File: src/mbsp_pkg.sv
// Shared constants, codes and handshake structs of the MIDI byte stream parser.
package mbsp_pkg;

  localparam int BUF_BYTES = 64;                 // sysex chunk buffer depth
  localparam int BUF_AW    = $clog2(BUF_BYTES);  // buffer address width
  localparam int FILL_W    = BUF_AW + 1;         // fill count, holds BUF_BYTES itself
  localparam int BYTE_W    = 8;
  localparam int TS_W      = 32;
  localparam int CFG_W     = 7;                  // widest register: chunk size
  localparam int CFG_IDX_W = 2;

  // register indexes
  localparam logic [CFG_IDX_W-1:0] REG_IGNORE_SYSEX   = 2'd0;
  localparam logic [CFG_IDX_W-1:0] REG_IGNORE_TIMING  = 2'd1;
  localparam logic [CFG_IDX_W-1:0] REG_IGNORE_SENSING = 2'd2;
  localparam logic [CFG_IDX_W-1:0] REG_CHUNK_SIZE     = 2'd3;

  // MIDI byte codes
  localparam logic [7:0] B_SYSEX_START = 8'hF0;
  localparam logic [7:0] B_MTC         = 8'hF1;
  localparam logic [7:0] B_SONG_POS    = 8'hF2;
  localparam logic [7:0] B_SONG_SEL    = 8'hF3;
  localparam logic [7:0] B_TUNE_REQ    = 8'hF6;
  localparam logic [7:0] B_SYSEX_END   = 8'hF7;
  localparam logic [7:0] B_RT_FIRST    = 8'hF8;
  localparam logic [7:0] B_RT_TIMING   = 8'hFB;  // last timing real-time code
  localparam logic [7:0] B_SENSE       = 8'hFE;
  localparam logic [3:0] HI_NOTE_OFF   = 4'h8;
  localparam logic [3:0] HI_PROG       = 4'hC;
  localparam logic [3:0] HI_PRESS      = 4'hD;
  localparam logic [3:0] HI_BEND       = 4'hE;
  localparam logic [3:0] HI_SYSTEM     = 4'hF;

  localparam logic [CFG_W-1:0] CHUNK_RESET = CFG_W'(BUF_BYTES);

  // controller -> datapath
  typedef struct packed {
    logic capture;   // input beat taken
    logic decode;    // apply one parse step
    logic rd_first;  // fetch first byte of the run
    logic load;      // move one byte into the output register
  } mbsp_cmd_t;

  // datapath -> controller
  typedef struct packed {
    logic emit;      // the step produces a run
    logic out_free;  // output register can take a beat
    logic last;      // byte being loaded ends the run
  } mbsp_sts_t;

endpackage

File: src/mbsp_in_if.sv
// Input channel: one received MIDI byte and its time stamp per beat.
interface mbsp_in_if import mbsp_pkg::*; ();
  logic              valid;
  logic              ready;
  logic [BYTE_W-1:0] midi_byte;
  logic [TS_W-1:0]   time_stamp;

  modport source (output valid, output midi_byte, output time_stamp, input ready);
  modport sink   (input valid, input midi_byte, input time_stamp, output ready);
endinterface

File: src/mbsp_out_if.sv
// Result channel: one byte of an emitted message per beat.
interface mbsp_out_if import mbsp_pkg::*; ();
  logic              valid;
  logic              ready;
  logic [BYTE_W-1:0] out_byte;
  logic              end_of_message;
  logic              sysex_continues;
  logic [TS_W-1:0]   msg_time;

  modport source (output valid, output out_byte, output end_of_message,
                  output sysex_continues, output msg_time, input ready);
  modport sink   (input valid, input out_byte, input end_of_message,
                  input sysex_continues, input msg_time, output ready);
endinterface

File: src/mbsp_datapath.sv
// Parser datapath: config registers, parse state, sysex buffer and output register.
module mbsp_datapath import mbsp_pkg::*; (
  input  logic                 clk,
  input  logic                 rst_n,
  input  logic                 cfg_we,
  input  logic [CFG_IDX_W-1:0] cfg_index,
  input  logic [CFG_W-1:0]     cfg_wdata,
  input  logic [BYTE_W-1:0]    in_midi_byte,
  input  logic [TS_W-1:0]      in_time_stamp,
  output logic                 out_valid,
  input  logic                 out_ready,
  output logic [BYTE_W-1:0]    out_byte,
  output logic                 out_end_of_message,
  output logic                 out_sysex_continues,
  output logic [TS_W-1:0]      out_msg_time,
  input  mbsp_cmd_t            cmd,
  output mbsp_sts_t            sts
);

  typedef enum logic [1:0] {M_IDLE = 2'd0, M_DATA = 2'd1, M_SYSEX = 2'd2} mode_t;
  typedef enum logic [1:0] {SRC_MEM, SRC_SHORT, SRC_BYTE} src_t;

  function automatic logic [1:0] data_len(input logic [7:0] st);
    logic [3:0] hi;
    hi = st[7:4];
    if (hi == HI_PROG || hi == HI_PRESS || st == B_MTC || st == B_SONG_SEL) begin
      return 2'd1;
    end else if ((hi >= HI_NOTE_OFF && hi <= HI_BEND) || st == B_SONG_POS) begin
      return 2'd2;
    end else begin
      return 2'd0;
    end
  endfunction

  // channel messages always pass; system common only when enabled
  function automatic logic pass_msg(input logic [7:0] st, input logic ign_t,
                                    input logic ign_s);
    if (st[7:4] != HI_SYSTEM) begin
      return 1'b1;
    end else begin
      return (!ign_t && (st == B_MTC || st == B_SONG_SEL)) ||
             (!ign_s && st == B_TUNE_REQ);
    end
  endfunction

  // configuration
  logic             ign_sysex_r, ign_timing_r, ign_sensing_r;
  logic [CFG_W-1:0] chunk_cfg_r;

  // captured beat
  logic [BYTE_W-1:0] byte_r;
  logic [TS_W-1:0]   ts_r;

  // parse state
  mode_t             mode_r, mode_nxt;
  logic [7:0]        rs_r, rs_nxt;
  logic [FILL_W-1:0] fill_r, fill_nxt;
  logic [1:0]        dn_r, dn_nxt;
  logic [7:0]        sb_r [3];
  logic [7:0]        sb_nxt [3];

  // run descriptor
  logic [FILL_W-1:0] run_len_r, run_len_nxt;
  logic              run_cont_r, run_cont_nxt;
  src_t              run_src_r, run_src_nxt;
  logic              emit_go;

  // sysex buffer
  logic [7:0]        mem [BUF_BYTES];
  logic [7:0]        mem_q_r;
  logic              mem_we;
  logic [BUF_AW-1:0] mem_wa;
  logic              rd_en;
  logic [BUF_AW-1:0] rd_addr;

  // decode helpers
  logic              has_room;
  logic [FILL_W-1:0] fill_inc;
  logic [FILL_W-1:0] chunk_eff;
  logic              ds_start;
  logic [7:0]        ds_st;
  logic [1:0]        ds_need;
  logic [FILL_W-1:0] ds_pos;
  logic [FILL_W-1:0] ds_cnt;

  // emission
  logic [FILL_W-1:0] emit_idx_r;
  logic [FILL_W-1:0] idx_inc;
  logic              last;
  logic [7:0]        short_q;
  logic [7:0]        load_byte;

  // output register
  logic              out_valid_r;
  logic [7:0]        out_byte_r;
  logic              out_eom_r;
  logic              out_cont_r;
  logic [TS_W-1:0]   out_time_r;

  assign has_room  = (fill_r < FILL_W'(BUF_BYTES));
  assign fill_inc  = fill_r + FILL_W'(has_room);
  assign chunk_eff = (chunk_cfg_r == '0 || chunk_cfg_r > CFG_W'(BUF_BYTES)) ?
                     FILL_W'(BUF_BYTES) : FILL_W'(chunk_cfg_r);

  // data byte outside sysex: new message under running status or next data byte
  assign ds_start = (mode_r != M_DATA);
  assign ds_st    = ds_start ? rs_r : sb_r[0];
  assign ds_need  = ds_start ? data_len(rs_r) : dn_r;
  assign ds_pos   = ds_start ? FILL_W'(1) : fill_r;
  assign ds_cnt   = ds_pos + FILL_W'(1);

  always_comb begin
    mode_nxt     = mode_r;
    rs_nxt       = rs_r;
    fill_nxt     = fill_r;
    dn_nxt       = dn_r;
    sb_nxt       = sb_r;
    mem_we       = 1'b0;
    mem_wa       = fill_r[BUF_AW-1:0];
    emit_go      = 1'b0;
    run_len_nxt  = run_len_r;
    run_cont_nxt = 1'b0;
    run_src_nxt  = run_src_r;
    if (mode_r == M_SYSEX) begin
      run_src_nxt = SRC_MEM;
      run_len_nxt = fill_inc;
      if (byte_r == B_SYSEX_END) begin
        mem_we   = has_room && !ign_sysex_r;
        emit_go  = !ign_sysex_r;
        mode_nxt = M_IDLE;
        rs_nxt   = '0;
        fill_nxt = '0;
      end else begin
        mem_we = has_room;
        if (fill_inc >= chunk_eff) begin
          emit_go      = !ign_sysex_r;
          run_cont_nxt = 1'b1;
          fill_nxt     = '0;
        end else begin
          fill_nxt = fill_inc;
        end
      end
    end else if (byte_r >= B_RT_FIRST) begin
      // real-time: alone, state untouched
      emit_go     = (!ign_timing_r && byte_r <= B_RT_TIMING) ||
                    (!ign_sensing_r && byte_r >= B_SENSE);
      run_src_nxt = SRC_BYTE;
      run_len_nxt = FILL_W'(1);
    end else if (byte_r[7]) begin
      fill_nxt  = FILL_W'(1);
      sb_nxt[0] = byte_r;
      dn_nxt    = data_len(byte_r);
      mode_nxt  = (data_len(byte_r) != 2'd0) ? M_DATA : M_IDLE;
      if (byte_r == B_SYSEX_START) begin
        mode_nxt = M_SYSEX;
        mem_we   = 1'b1;
        mem_wa   = '0;
      end else if (data_len(byte_r) == 2'd0) begin
        emit_go     = pass_msg(byte_r, ign_timing_r, ign_sensing_r);
        run_src_nxt = SRC_SHORT;
        run_len_nxt = FILL_W'(1);
      end
    end else if (!(ds_start && rs_r == '0)) begin
      if (ds_start) begin
        sb_nxt[0] = rs_r;
        dn_nxt    = ds_need;
        mode_nxt  = M_DATA;
      end
      case (ds_pos[1:0])
        2'd1:    sb_nxt[1] = byte_r;
        2'd2:    sb_nxt[2] = byte_r;
        default: ;
      endcase
      fill_nxt = ds_cnt;
      if (ds_cnt == FILL_W'(ds_need) + FILL_W'(1)) begin
        if (ds_st[7:4] != HI_SYSTEM) rs_nxt = ds_st;
        mode_nxt    = M_IDLE;
        emit_go     = pass_msg(ds_st, ign_timing_r, ign_sensing_r);
        run_src_nxt = SRC_SHORT;
        run_len_nxt = ds_cnt;
      end
    end
  end

  // run readout
  assign idx_inc = emit_idx_r + FILL_W'(1);
  assign last    = (idx_inc == run_len_r);
  assign rd_en   = cmd.rd_first || (cmd.load && !last);
  assign rd_addr = cmd.rd_first ? '0 : idx_inc[BUF_AW-1:0];

  always_comb begin
    case (emit_idx_r[1:0])
      2'd1:    short_q = sb_r[1];
      2'd2:    short_q = sb_r[2];
      default: short_q = sb_r[0];
    endcase
  end

  always_comb begin
    case (run_src_r)
      SRC_MEM:   load_byte = mem_q_r;
      SRC_SHORT: load_byte = short_q;
      default:   load_byte = byte_r;
    endcase
  end

  assign sts.emit     = emit_go;
  assign sts.out_free = !out_valid_r || out_ready;
  assign sts.last     = last;

  // control state
  always_ff @(posedge clk) begin
    if (!rst_n) begin
      ign_sysex_r   <= 1'b1;
      ign_timing_r  <= 1'b1;
      ign_sensing_r <= 1'b1;
      chunk_cfg_r   <= CHUNK_RESET;
      mode_r        <= M_IDLE;
      rs_r          <= '0;
      fill_r        <= '0;
      dn_r          <= '0;
      out_valid_r   <= 1'b0;
    end else begin
      if (cfg_we) begin
        unique case (cfg_index)
          REG_IGNORE_SYSEX:   ign_sysex_r   <= cfg_wdata[0];
          REG_IGNORE_TIMING:  ign_timing_r  <= cfg_wdata[0];
          REG_IGNORE_SENSING: ign_sensing_r <= cfg_wdata[0];
          REG_CHUNK_SIZE:     chunk_cfg_r   <= cfg_wdata;
          default: ;
        endcase
      end
      if (cmd.decode) begin
        mode_r <= mode_nxt;
        rs_r   <= rs_nxt;
        fill_r <= fill_nxt;
        dn_r   <= dn_nxt;
      end
      if (cmd.load) begin
        out_valid_r <= 1'b1;
      end else if (out_ready) begin
        out_valid_r <= 1'b0;
      end
    end
  end

  // payload
  always_ff @(posedge clk) begin
    if (cmd.capture) begin
      byte_r <= in_midi_byte;
      ts_r   <= in_time_stamp;
    end
    if (cmd.decode) begin
      sb_r       <= sb_nxt;
      run_len_r  <= run_len_nxt;
      run_cont_r <= run_cont_nxt;
      run_src_r  <= run_src_nxt;
    end
    if (cmd.rd_first) begin
      emit_idx_r <= '0;
    end else if (cmd.load) begin
      emit_idx_r <= idx_inc;
    end
    if (cmd.load) begin
      out_byte_r <= load_byte;
      out_eom_r  <= last;
      out_cont_r <= run_cont_r;
      out_time_r <= ts_r;
    end
  end

  // sysex buffer: one write, one registered read
  always_ff @(posedge clk) begin
    if (cmd.decode && mem_we) begin
      mem[mem_wa] <= byte_r;
    end
  end

  always_ff @(posedge clk) begin
    if (rd_en) begin
      mem_q_r <= mem[rd_addr];
    end
  end

  assign out_valid           = out_valid_r;
  assign out_byte            = out_byte_r;
  assign out_end_of_message  = out_eom_r;
  assign out_sysex_continues = out_cont_r;
  assign out_msg_time        = out_time_r;

endmodule

File: src/mbsp_ctrl.sv
// Parser controller: sequences accept, decode and run readout.
module mbsp_ctrl import mbsp_pkg::*; (
  input  logic      clk,
  input  logic      rst_n,
  input  logic      in_valid,
  output logic      in_ready,
  output mbsp_cmd_t cmd,
  input  mbsp_sts_t sts
);

  typedef enum logic [1:0] {S_IDLE, S_DECODE, S_RD, S_LD} state_t;

  state_t state_r, state_nxt;
  logic   in_rdy_r;

  assign cmd.capture  = in_valid && in_rdy_r;
  assign cmd.decode   = (state_r == S_DECODE);
  assign cmd.rd_first = (state_r == S_RD);
  assign cmd.load     = (state_r == S_LD) && sts.out_free;

  always_comb begin
    state_nxt = state_r;
    unique case (state_r)
      S_IDLE:   if (cmd.capture) state_nxt = S_DECODE;
      S_DECODE: state_nxt = sts.emit ? S_RD : S_IDLE;
      S_RD:     state_nxt = S_LD;
      S_LD:     if (cmd.load && sts.last) state_nxt = S_IDLE;
      default:  state_nxt = S_IDLE;
    endcase
  end

  always_ff @(posedge clk) begin
    if (!rst_n) begin
      state_r  <= S_IDLE;
      in_rdy_r <= 1'b0;
    end else begin
      state_r  <= state_nxt;
      in_rdy_r <= (state_nxt == S_IDLE);
    end
  end

  assign in_ready = in_rdy_r;

endmodule

File: src/midi_byte_stream_parser.sv
// MIDI byte stream parser top level: running status, filters and sysex chunking.
// Throughput: one byte at a time. A beat that yields no result passes only the decode
//   state; one that yields a run also passes the read and load states, the run leaving
//   at one byte per cycle (slower when out stalls), sysex runs through the single read
//   port of the 64-byte buffer. The first result byte is valid from its load onwards.
// Reset (rst_n, synchronous, active low): all ignore bits set, chunk size 64, parser
//   idle with no running status; the sysex buffer is not cleared.
module midi_byte_stream_parser import mbsp_pkg::*; (
  input  logic                 clk,
  input  logic                 rst_n,
  // configuration writes, taken whenever cfg_we is high
  input  logic                 cfg_we,
  input  logic [CFG_IDX_W-1:0] cfg_index,
  input  logic [CFG_W-1:0]     cfg_wdata,
  // received bytes
  mbsp_in_if.sink              in_chan,
  // emitted message bytes
  mbsp_out_if.source           out_chan
);

  mbsp_cmd_t cmd;
  mbsp_sts_t sts;

  // Controller: waits for a beat, runs one decode step, then walks any run it
  // yields into the output register while the sink takes beats.
  mbsp_ctrl u_ctrl (
    .clk      (clk),
    .rst_n    (rst_n),
    .in_valid (in_chan.valid),
    .in_ready (in_chan.ready),
    .cmd      (cmd),
    .sts      (sts)
  );

  // Datapath: parse state, short-message bytes, sysex buffer and the output
  // register. The output register lets a new beat in while the last result
  // byte still waits for the sink.
  mbsp_datapath u_dp (
    .clk                 (clk),
    .rst_n               (rst_n),
    .cfg_we              (cfg_we),
    .cfg_index           (cfg_index),
    .cfg_wdata           (cfg_wdata),
    .in_midi_byte        (in_chan.midi_byte),
    .in_time_stamp       (in_chan.time_stamp),
    .out_valid           (out_chan.valid),
    .out_ready           (out_chan.ready),
    .out_byte            (out_chan.out_byte),
    .out_end_of_message  (out_chan.end_of_message),
    .out_sysex_continues (out_chan.sysex_continues),
    .out_msg_time        (out_chan.msg_time),
    .cmd                 (cmd),
    .sts                 (sts)
  );

endmodule

File: src/flat_wrapper.sv
// flat-port wrapper written by rule: the top's interface ports become plain ports
module midi_byte_stream_parser_flat import mbsp_pkg::*;
  (clk, rst_n, cfg_we, cfg_index, cfg_wdata, in_chan_valid, in_chan_midi_byte, in_chan_time_stamp, in_chan_ready, out_chan_valid, out_chan_out_byte, out_chan_end_of_message, out_chan_sysex_continues, out_chan_msg_time, out_chan_ready);
  mbsp_in_if in_chan_i ();
  mbsp_out_if out_chan_i ();
  input  logic clk;
  input  logic rst_n;
  input  logic cfg_we;
  input  logic [CFG_IDX_W-1:0] cfg_index;
  input  logic [CFG_W-1:0] cfg_wdata;
  input wire logic [$bits(in_chan_i.valid)-1:0] in_chan_valid;
  input wire logic [$bits(in_chan_i.midi_byte)-1:0] in_chan_midi_byte;
  input wire logic [$bits(in_chan_i.time_stamp)-1:0] in_chan_time_stamp;
  output wire logic [$bits(in_chan_i.ready)-1:0] in_chan_ready;
  output wire logic [$bits(out_chan_i.valid)-1:0] out_chan_valid;
  output wire logic [$bits(out_chan_i.out_byte)-1:0] out_chan_out_byte;
  output wire logic [$bits(out_chan_i.end_of_message)-1:0] out_chan_end_of_message;
  output wire logic [$bits(out_chan_i.sysex_continues)-1:0] out_chan_sysex_continues;
  output wire logic [$bits(out_chan_i.msg_time)-1:0] out_chan_msg_time;
  input wire logic [$bits(out_chan_i.ready)-1:0] out_chan_ready;
  assign in_chan_i.valid = in_chan_valid;
  assign in_chan_i.midi_byte = in_chan_midi_byte;
  assign in_chan_i.time_stamp = in_chan_time_stamp;
  assign in_chan_ready = in_chan_i.ready;
  assign out_chan_valid = out_chan_i.valid;
  assign out_chan_out_byte = out_chan_i.out_byte;
  assign out_chan_end_of_message = out_chan_i.end_of_message;
  assign out_chan_sysex_continues = out_chan_i.sysex_continues;
  assign out_chan_msg_time = out_chan_i.msg_time;
  assign out_chan_i.ready = out_chan_ready;
  midi_byte_stream_parser u_core (.clk(clk), .rst_n(rst_n), .cfg_we(cfg_we), .cfg_index(cfg_index), .cfg_wdata(cfg_wdata), .in_chan(in_chan_i), .out_chan(out_chan_i));
endmodule
File: config.mk
export PLATFORM = sky130hd
export DESIGN_NAME = midi_byte_stream_parser_flat
export DESIGN_NICKNAME = d
export VERILOG_FILES = /design/src/mbsp_pkg.sv /design/src/mbsp_in_if.sv /design/src/mbsp_out_if.sv /design/src/mbsp_datapath.sv /design/src/mbsp_ctrl.sv /design/src/midi_byte_stream_parser.sv /design/src/flat_wrapper.sv
export SDC_FILE = /design/constraint.sdc
export NUM_CORES = 1
export LEC_CHECK = 0
export BUFFER_PORTS_ARGS = -buffer_cell sky130_fd_sc_hd__buf_2
export CAP_MARGIN = 10
export CORE_ASPECT_RATIO = 0.6
export CORE_UTILIZATION = 45
export CTS_CLUSTER_DIAMETER = 100
export CTS_CLUSTER_SIZE = 28
export DETAILED_ROUTE_END_ITERATION = 8
export GPL_TIMING_DRIVEN = 0
export PLACE_DENSITY_LB_ADDON = 0.08
export SLEW_MARGIN = 40
export SYNTH_ARGS = -nofsm -noshare
export SYNTH_HDL_FRONTEND = slang
export SYNTH_SLANG_ARGS = --single-unit
export TNS_END_PERCENT = 10
File: constraint.sdc
create_clock -name clk -period 6.5 [get_ports clk]
set_input_delay 0.325 -clock clk [delete_from_list [all_inputs] [get_ports clk]]
set_output_delay 0.325 -clock clk [all_outputs]
set_load 0.01 [all_outputs]
# --- After elaboration in Yosys (flattened, before gate mapping) ---
# Memory sizes are Yosys's and may differ from the RTL's. A register that Yosys moved wholly into a read port is not among the register bits.
# Index checks and enable logic that the tools add are counted.
totals:
  n_memories: 1
  elab_cells: 240
  out_inout_bits: 44
  ff_bits: 154
  in_bits: 54
  ramBits: 512
mem_list:
  columns: ["name", "words", "word_bits", "read_ports", "rd_ports_with_merged_regs", "write_ports", "line", "text"]
  rows:
  - ["u_core.u_dp.mem", 64, 8, 1, 1, 1, "mbsp_datapath.sv:69", "logic [7:0] mem [BUF_BYTES];"]
classes:
  mux: 89
  add_sub_neg: 4
  n_eq_ne: 42
  magnitude_cmp: 10
  n_reduce_logical: 64
  bitwise: 4
ops:
  columns: ["cell", "n"]
  rows:
  - ["7-bit 2-to-1 mux", 18]
  - ["8-bit equality test, second input constant", 12]
  - ["2-bit 2-to-1 mux", 32]
  - ["8-bit 2-to-1 mux", 8]
  - ["8-bit one-hot mux with 2 select lines", 2]
  - ["6-bit 2-to-1 mux", 5]
  - ["24-bit 2-to-1 mux", 1]
  - ["1-bit 2-to-1 mux", 22]
  - ["4-bit equality test, second input constant", 4]
  - ["8-bit >= comparator, second input constant", 2]
  - ["1-bit logical OR", 16]
  - ["4-bit != test, second input constant", 4]
  - ["1-bit logical AND", 15]
  - ["5-bit AND reduction", 3]
  - ["7-bit by 1-bit adder with 7-bit output, second input constant", 2]
  - ["2-bit equality test, second input constant", 7]
  - ["6-bit AND reduction", 2]
  - ["2-bit by 1-bit equality test with 1-bit output, second input constant", 5]
  - ["2-bit zero test", 5]
  - ["2-bit nonzero test", 5]
  - ["4-bit >= comparator, second input constant", 2]
  - ["4-bit less-or-equal comparator, second input constant", 2]
  - ["8-bit less-or-equal comparator, second input constant", 1]
  - ["8-bit zero test", 1]
  - ["21 further kinds", 37]

# --- Depth between registers and ports, before layout ---
# Gate-level depths: netlist (run 1).
logic_depth:
  word_depth: 18
  mapped_depth: 15
  ltp_nobuf: 14

# --- Cells and area by module ---
# A second synthesis (run 1) with hierarchy kept.
hier_totals:
  cells_unflattened: 1801
  area_unflattened_um2: 27523.9
modules_own_cells:
  columns: ["mod", "instances", "seq_area_each_um2", "cells_each", "area_each_um2"]
  rows:
  - ["mbsp_datapath", 1, 19779.0, 1786, 27378.8]
  - ["mbsp_ctrl", 1, 60.1, 15, 145.1]

# --- Worst setup path after synthesis (run 1) ---
# No wires, ideal clock.
synth_timing:
  kind: "reg-to-reg"
  startpoint: "reg u_core.u_dp.byte_r[5]"
  endpoint: "mem u_core.u_dp.mem[39][0], enable pin"
  arrival_time_ns: 3.231
  synth_period_minus_slack_ns: 3.615
  path_slack_ns: 2.885
  path_stages_with_launch: 8
  path_buffers: 1
  setup_ns: 0.383
  required_ns: 6.117
  cell_sequence: "edfxtp_1 -> and4_1 -> nand2_1 -> or3_1 -> buf_2 -> a21oi_4 -> nand4_1 -> nor3_1"
synth_between:
  elab_chain_len: 8
  elab_cells_between_ends: 15
  cone_classes: "1 x order compare; 2 x eq/ne; 11 x mux; 1 x reduce/logical"
synth_lines:
  columns: ["element", "line", "text"]
  rows:
  - ["start, declared", "mbsp_datapath.sv:51", "logic [BYTE_W-1:0] byte_r;"]
  - ["start signal, assigned", "mbsp_datapath.sv:250", "byte_r <= in_midi_byte;"]
  - ["branches (longest 8 deep; another with 8-bit >= comparator)", null, null]
  - ["end, declared", "mbsp_datapath.sv:69", null]
# Parallel ways; which one is timed is not known.

# --- Worst setup path after layout (run 1) ---
layout_timing:
  startpoint: "reg u_core.u_dp.emit_idx_r[0]"
  endpoint: "reg u_core.u_dp.mem_q_r[5], read port of u_core.u_dp.mem (data pin)"
layout_between:
  elab_chain_len: 5
  elab_cells_between_ends: 6
  cone_classes: "1 x add/sub; 1 x eq/ne; 1 x mux; 3 x reduce/logical"
layout_lines:
  columns: ["element", "line", "text"]
  rows:
  - ["start, declared", "mbsp_datapath.sv:87", "logic [FILL_W-1:0] emit_idx_r;"]
  - ["start signal, assigned", "mbsp_datapath.sv:262", "emit_idx_r <= idx_inc;"]
  - ["7-bit by 1-bit adder with 7-bit output *", "mbsp_datapath.sv:186", "assign idx_inc = emit_idx_r + FILL_W'(1);"]
  - ["named net u_core.u_dp.idx_inc[0]", "mbsp_datapath.sv:88", "logic [FILL_W-1:0] idx_inc;"]
  - ["7-bit equality test", "mbsp_datapath.sv:187", "assign last = (idx_inc == run_len_r);"]
  - ["1-bit zero test", "mbsp_datapath.sv:188", "assign rd_en = cmd.rd_first || (cmd.load && !last);"]
  - ["1-bit logical AND", "mbsp_datapath.sv:188", null]
  - ["1-bit logical OR", "mbsp_datapath.sv:188", null]
  - ["end, declared", "mbsp_datapath.sv:70", "logic [7:0] mem_q_r;"]
# The timed path passes the listed nets; every way through them passes the cells marked *.
# A chain may end at the register's enable or synchronous reset.

==> impl_metrics.yaml, run 1 <==
placed_design:
  hpwl_um: 59200
  gp_congestion: 0.944
  io_buffers: 97
  dp.cells: 2801
  pre_cts_slack_ns: 1.02
clock_network:
  post_cts_buffers: 0
  cts.sinks: 674
  insertion_delay_ns: 0.65
  cts_buffer_depth: 3
  cts.clk_slew.worst_paths_ns: 0.12
  cts_tree: "yes"
  root_buffer: "clkbuf_16"
  holdBufCountCts: 49
  postCtsResizedCells: 0
  h-tree-depth: 1
  cts_buffers: 28
synth:
  yosys_warnings: 0
  synthesis.area_sq_mm: 0.0279
  syn-num-nets: 1905
  synth_flop_cell: "edfxtp_1"
  ys_types: 85
  synth_edf_count: 634
  synth-async-reset-ratio_pct: 0
  ys_seq_area_share_pct: 71.1
  syn_inst: 1835
  syn_avg_cell_area_sq_um: 15.2
  ys_seq_elements: 674
worst_hold_path:
  hold_class: "primary input to flop"
route:
  drt_wl_total_um: 81700
  viasPerCell: 6.00
  drc: 0
  vias: 17400
  drt_iter0_markers: 2151
  dr.pass1.iters: 5
  final_antenna_net_count: 0
  routedWlPerCell_um: 28.1
timing:
  worst_slew_pin_slew_ns: 0.929
  max_freq_ghz: 0.174
  worst_slack_ns: 0.736
  clock_skew_ns: 0.0500
  maxSlewViolCount: 0
  whs_ns: 0.0228
  tns_ns: 0
  fin_crit_sh_pct: 88.7
  setup_viol: 0
  fin_crit_ns: 5.76
  hold_viol_final: 0
  slew_headroom_pct: 37.7
  rsz0062_at_grt: "no"
worst_setup_path:
  crit_fanout: 10
  worst_setup_path_start_kind: "flop"
  cp.required_ns: 6.75
  endpoint_kind: "flop"
  crit_type: "flop to flop"
  arrival_ns: 6.01
floorplanning:
  dieArea_sq_mm: 0.0630
  core_sq_mm: 0.0610
  io_pins: 98
  row_count: 70
  die_w_um: 323
  die_h_um: 195
  initial_utilization_pct: 45.7
grt:
  grt_max_degree: 49
  overflow: 0
  grtUsageTotal_pct: 26.0
  grt_pass1_vias: 16500
  antenna_found_initial: 4
  grt_pass1_wl_um: 117000
run_status:
  status: "finished, final reports clean"
finish:
  syn2layout_area_growth_pct: 12.6
  layout.cells.non_filler: 2904
  final_core_util_pct: 51.4
  layout-drive-gt1-share_pct: 19.2
  num_antenna_cells: 0
  fin_nets: 2124
pwr:
  vdd_drop_max_v: 0.000223
  powerDensity_mw_per_mm2: 238
  leakagePower_uw: 0.0100
job:
  drv_cap: 0
## cells by family (layout without fill, tap and decap cells)
group | after synthesis | after routing | share of synthesized area [%]
muxes | 141 | 141 | 7.98
DFF | 674 | 674 | 71.1
adders and majority gates | 16 | 16 | 0.718
AOI/OAI and AO/OA | 371 | 371 | 8.86
xor gates and xnor gates | 29 | 29 | 1.06
buffers and inverters | 134 | 375 | 2.22
and+or+nand+nor | 470 | 470 | 8.05
## through the flow
step                power (uW)  area (sq um)
global placement          5290         29400
detailed placement        5310         30000
global route              7650         31400
CTS                       7480         31300
floorplan                 5100         27900
finish                    7460         31400
## final cells by class
cell class              count  area, sq um
flip-flops and latches    674        19800
inverters                  23         91.3
repair buffers            189         1480
plain buffers             111          533
multi-input cells        1027         7590
fillers                  5131        29600
well taps                 828         1040
clock inverters             1         30.0
clock buffers              51          808
## critical path: stages, from the launching register on
cell	delay, ns
dfxtp_1	0.36
buf_2	0.18
inv_2	0.09
buf_2	0.35
buf_2	0.43
clkbuf_1	0.51
ha_1	0.35
buf_2	0.30
buf_2	0.39
buf_2	0.35
buf_1	0.55
clkbuf_1	0.59
a31oi_1	0.16
o311ai_0	0.23
nand4_1	0.51
## synth_stat cells, types with 4 or more instances
master | instances | area share, %
o2bb2ai_1 | 14 | 0.44
nor4_1 | 6 | 0.13
a21o_1 | 4 | 0.11
a221oi_1 | 14 | 0.44
nor3_1 | 37 | 0.66
buf_6 | 4 | 0.16
buf_1 | 15 | 0.20
nand4_1 | 16 | 0.36
nand3b_1 | 4 | 0.11
buf_2 | 49 | 0.88
ha_1 | 16 | 0.72
mux2_2 | 37 | 1.5
and3_1 | 10 | 0.22
nand3_1 | 32 | 0.57
or2_0 | 5 | 0.11
o21ai_0 | 98 | 1.8
a22o_1 | 9 | 0.28
o22a_1 | 9 | 0.28
or3_1 | 36 | 0.81
nand2_1 | 117 | 1.6
xnor2_1 | 17 | 0.53
nand4b_1 | 4 | 0.13
a21oi_1 | 38 | 0.68
nand2b_1 | 15 | 0.34
mux2i_1 | 43 | 1.5
inv_1 | 21 | 0.28
dfxtp_1 | 40 | 2.9
nor2b_1 | 7 | 0.16
buf_4 | 6 | 0.16
xor2_1 | 8 | 0.25
edfxtp_1 | 634 | 68
mux4_2 | 60 | 4.8
clkbuf_1 | 36 | 0.48
a211oi_1 | 55 | 1.5
nor3b_1 | 4 | 0.11
a22oi_1 | 10 | 0.27
a31oi_1 | 8 | 0.18
o211ai_1 | 4 | 0.11
o2111ai_1 | 6 | 0.19
o22ai_1 | 70 | 1.6
nor2_1 | 156 | 2.1
o311ai_0 | 5 | 0.16
## report_power, final
part / internal, uW / leakage (uW) / switching, uW
combinational: 176 / 0.00361 / 316
sequential: 4740 / 0.00603 / 16.2
clock: 861 / 0.000395 / 1350
total: 5780 / 0.0100 / 1680
## routing by layer
layer / vias to the layer above / part of all wire (%) / GRT usage [%]
met5: - / 0.016 / 0
met3: 84 / 11 / 8.41
met4: 2 / 1.9 / 4.83
met2: 795 / 39 / 33.8
li1: 7618 / - / -
met1: 8926 / 48 / 42.0
## sequential cells by signal (all words and copies together) (netlist names), 8 cells and up
name	cells
u_core.u_dp.byte_r	8
u_core.u_dp.mem	512
u_core.u_dp.mem_q_r	8
u_core.u_dp.out_byte	8
u_core.u_dp.out_msg_time	32
u_core.u_dp.rs_r	8
u_core.u_dp.sb_r	22
u_core.u_dp.ts_r	32
## cells in the final DEF (no fill, tap or decap), drive strengths merged, types with 5 or more instances in the layout
cell type / n
a21oi: 39
nand2b: 15
nand2: 119
o2bb2ai: 14
clkbuf: 89
mux2i: 43
nor2b: 7
o2111ai: 6
a211oi: 56
o22ai: 70
or3: 36
ha: 16
xnor2: 19
inv: 22
a22oi: 10
nand3: 32
mux2: 37
or2: 6
dlygate4sd3: 49
nor4: 6
edfxtp: 634
dfxtp: 40
buf: 213
a31oi: 8
a22o: 9
a221oi: 14
nor2: 156
o22a: 9
xor2: 10
nand4: 16
mux4: 61
o311ai: 5
and3: 11
o21ai: 99
nor3: 38
## path summary, 6_finish.rpt
path / from / end / slack [ns] / cells after the start
max: u_core.u_dp.emit_idx_r[0]$_SDFFE_PP0P_ / u_core.u_dp.mem_q_r[5]$_DFFE_PP_ / 0.74 / 14
min: cfg_we / u_core.u_dp.ign_sysex_r$_SDFFE_PN1P_ / 0.02 / 3
max reg2reg: u_core.u_dp.emit_idx_r[0]$_SDFFE_PP0P_ / u_core.u_dp.mem_q_r[5]$_DFFE_PP_ / 0.74 / 14
min reg2reg: u_core.u_dp.ts_r[25]$_DFFE_PP_ / u_core.u_dp.out_msg_time[25]$_DFFE_PP_ / 0.43 / 0
Power figures use the tool's default switching activity.
==> inputs of run 2 (changes only) <==
--- a/config.mk
+++ b/config.mk
@@ -5,10 +5,12 @@
 export SDC_FILE = /design/constraint.sdc
 export NUM_CORES = 1
 export LEC_CHECK = 0
+export ABC_AREA = 1
 export BUFFER_PORTS_ARGS = -buffer_cell sky130_fd_sc_hd__buf_2
 export CAP_MARGIN = 10
 export CORE_ASPECT_RATIO = 0.6
 export CORE_UTILIZATION = 45
+export CTS_BUF_LIST = sky130_fd_sc_hd__clkbuf_4 sky130_fd_sc_hd__clkbuf_8
 export CTS_CLUSTER_DIAMETER = 100
 export CTS_CLUSTER_SIZE = 28
 export DETAILED_ROUTE_END_ITERATION = 8
==> impl_metrics.yaml, run 2 <==
finish:
  layout.cells.non_filler: 3283
  layout-drive-gt1-share_pct: 15.3
  seq_area_sq_mm: 0.0198
  fin_nets: 2514
  multi_input_area_sq_mm: 0.00697
  n_fill_cell: 5248
  syn2layout_area_growth_pct: 12.0
  final_cell_mix: "634 x edfxtp_1, 316 x nor2_1, 254 x o21ai_0"
  largest-register: "u_core.u_dp.mem"
  largest_reg_flops: 512
  final_common_cell: "edfxtp_1"
synth:
  synth_most_common_cell: "edfxtp_1"
  synthesis.area_sq_mm: 0.0277
  synth_area_leaders: "edfxtp_1 69%, nor2_1 5.0%, o21ai_0 4.6%"
  synth_edf_count: 634
  ys_seq_area_share_pct: 71.7
  synth_flop_cell: "edfxtp_1"
  syn_avg_cell_area_sq_um: 12.4
  yosys_warnings: 0
  ys_types: 45
  synth_top_area_share_pct: 68.8
  synth-async-reset-ratio_pct: 0
  ys_seq_elements: 674
  synth_common_cells: "634 x edfxtp_1, 369 x nor2_1, 255 x o21ai_0"
  syn_inst: 2223
  syn-num-nets: 2293
  yosys.area.top_type: "edfxtp_1"
placed_design:
  dp.cells: 3176
  io_buffers: 97
  hpwl_um: 73000
  gp_congestion: 0.999
worst_setup_path:
  crit_fanout: 10
  crit_type: "flop to flop"
  cp_top_family: "buffers and inverters"
  arrival_ns: 5.57
  path_cells: "inv_2 > clkbuf_1 > clkbuf_2 > ha_1 > nor2_4 > buf_4 > clkbuf_1 > o21ai_0 > o22ai_1 > o211ai_1 > nand3_1 > nand3_1 > nand2_1"
  crit_buf_inv: 5
  endpoint_kind: "flop"
  max_stage_delay_ns: 0.70
  critPathSlowestCell: "clkbuf_1"
  rrSetupSlack_ns: 1.52
  cp.required_ns: 7.09
  worst_setup_path_start_kind: "flop"
worst_hold_path:
  hold_class: "primary input to flop"
timing:
  fin_crit_ns: 4.98
  rsz0062_at_grt: "no"
  clock_skew_ns: 0.0605
  maxSlewViolCount: 0
  tns_ns: 0
  setup_viol: 0
  hold_viol_final: 0
  max_freq_ghz: 0.201
  worst_slew_pin_slew_ns: 0.971
  slew_headroom_pct: 35.3
  fin_crit_sh_pct: 76.6
floorplanning:
  initial_utilization_pct: 46.1
  row_count: 69
  die_h_um: 194
  core_sq_mm: 0.0600
  die_w_um: 322
  io_pins: 98
  dieArea_sq_mm: 0.0625
pwr:
  switching_share_pct: 44.5
  power.share.clock_pct: 15.7
  leakagePower_uw: 0.0104
  p_sw_uw: 5240
  powerDensity_mw_per_mm2: 380
  p_int_uw: 6530
  p_seq_share_pct: 41.4
  vdd_drop_max_v: 0.000305
  pwr-share-comb_pct: 42.9
clock_network:
  cts_buffers: 28
  cts_buffer_depth: 3
  cts.sinks: 674
  insertion_delay_ns: 0.72
  h-tree-depth: 1
  cts.clk_slew.worst_paths_ns: 0.17
  root_buffer: "clkbuf_8"
  postCtsResizedCells: 0
  cts_tree: "yes"
grt:
  overflow: 0
  grtUsageTotal_pct: 31.4
  grt_pass1_wl_um: 137000
  grt_pass1_vias: 18100
  antenna_found_initial: 8
  grt_max_degree: 41
route:
  vias: 19800
  routedWlPerCell_um: 30.2
  drt_iter0_markers: 2745
  final_antenna_net_count: 0
  viasPerCell: 6.04
  dr.pass1.iters: 7
  drc: 0
  drt_wl_total_um: 99200
run_status:
  status: "finished, final reports clean"
job:
  drv_cap: 0
[run 2: logic make-up (layout without fill, tap and decap cells)]
family	Yosys count	count (layout)	share of synthesized area (%)
xor+xnor	10	10	0.317
buf+inv	246	489	3.69
compound gates	503	503	11.3
fa+ha+maj	16	16	0.724
simple gates	774	774	12.3
other cells	0	1	0
flops	674	674	71.7
[run 2: area by class of cell]
cell class	count	area share [%]
well taps	816	3.29
clock buffers	51	1.82
inverters	127	1.55
flip-flops and latches	674	64.0
repair buffers	191	4.86
diodes	1	0.00807
clock inverters	1	0.0969
multi-input cells	1303	22.5
plain buffers	119	1.84
[run 2: per-layer routing]
layer	vias up	track usage [%]	part of all wire, %
met5	-	0	0.027
met3	110	14.9	16
li1	8576	-	-
met4	4	4.69	1.7
met2	1188	38.8	37
met1	9953	49.6	46
[run 2: per-stage QoR]
step | util, % | instance area, sq um | hold WS [ns] | setup WS [ns] | power, uW
after floorplan | - | 27700 | 0.400 | 3.15 | 7290
after global placement | 48.6 | 29200 | 0.400 | 0.802 | 9570
after detailed placement | 49.6 | 29800 | 0.405 | 1.90 | 9660
after CTS | 51.5 | 30900 | 0.0406 | 1.88 | 11500
after global routing | 51.6 | 31000 | 0.113 | 1.62 | 12000
final | 51.7 | 31000 | 0.0808 | 1.52 | 11800
[run 2: what timing repair did]
action                                 CTS  global route
setup endpoints to repair                0             0
buffers inserted                         0             0
endpoints found under the hold margin   53             0
hold buffers                            54             0
[run 2: power groups by stage]
stage | Sequential, uW | Combinational [uW] | Clock (uW)
after floorplan | 4980 | 2310 | 0
after global placement | 5040 | 4530 | 0
after detailed placement | 4970 | 4690 | 0
after CTS | 4870 | 4730 | 1860
after global routing | 4880 | 5150 | 1990
final | 4870 | 5060 | 1850
[run 2: path summary, 6_finish.rpt]
| check | start | to | depth (start not counted) |
|---|---|---|---|
| setup reg to reg | u_core.u_dp.emit_idx_r[0]$_SDFFE_PP0P_ | u_core.u_dp.mem_q_r[1]$_DFFE_PP_ | 13 |
| setup / recovery | u_core.u_dp.emit_idx_r[0]$_SDFFE_PP0P_ | u_core.u_dp.mem_q_r[1]$_DFFE_PP_ | 13 |
| hold reg to reg | u_core.u_dp.ts_r[1]$_DFFE_PP_ | u_core.u_dp.out_msg_time[1]$_DFFE_PP_ | 0 |
| hold / removal | in_chan_valid | u_core.u_ctrl.state_r[0]$_SDFF_PN0_ | 5 |
[run 2: tightest hold or removal path: stages]
cell and delay, ns:
buf_2 0.08, nand2_1 0.09, nand3_1 0.10, nand3_1 0.10
nor2_1 0.09
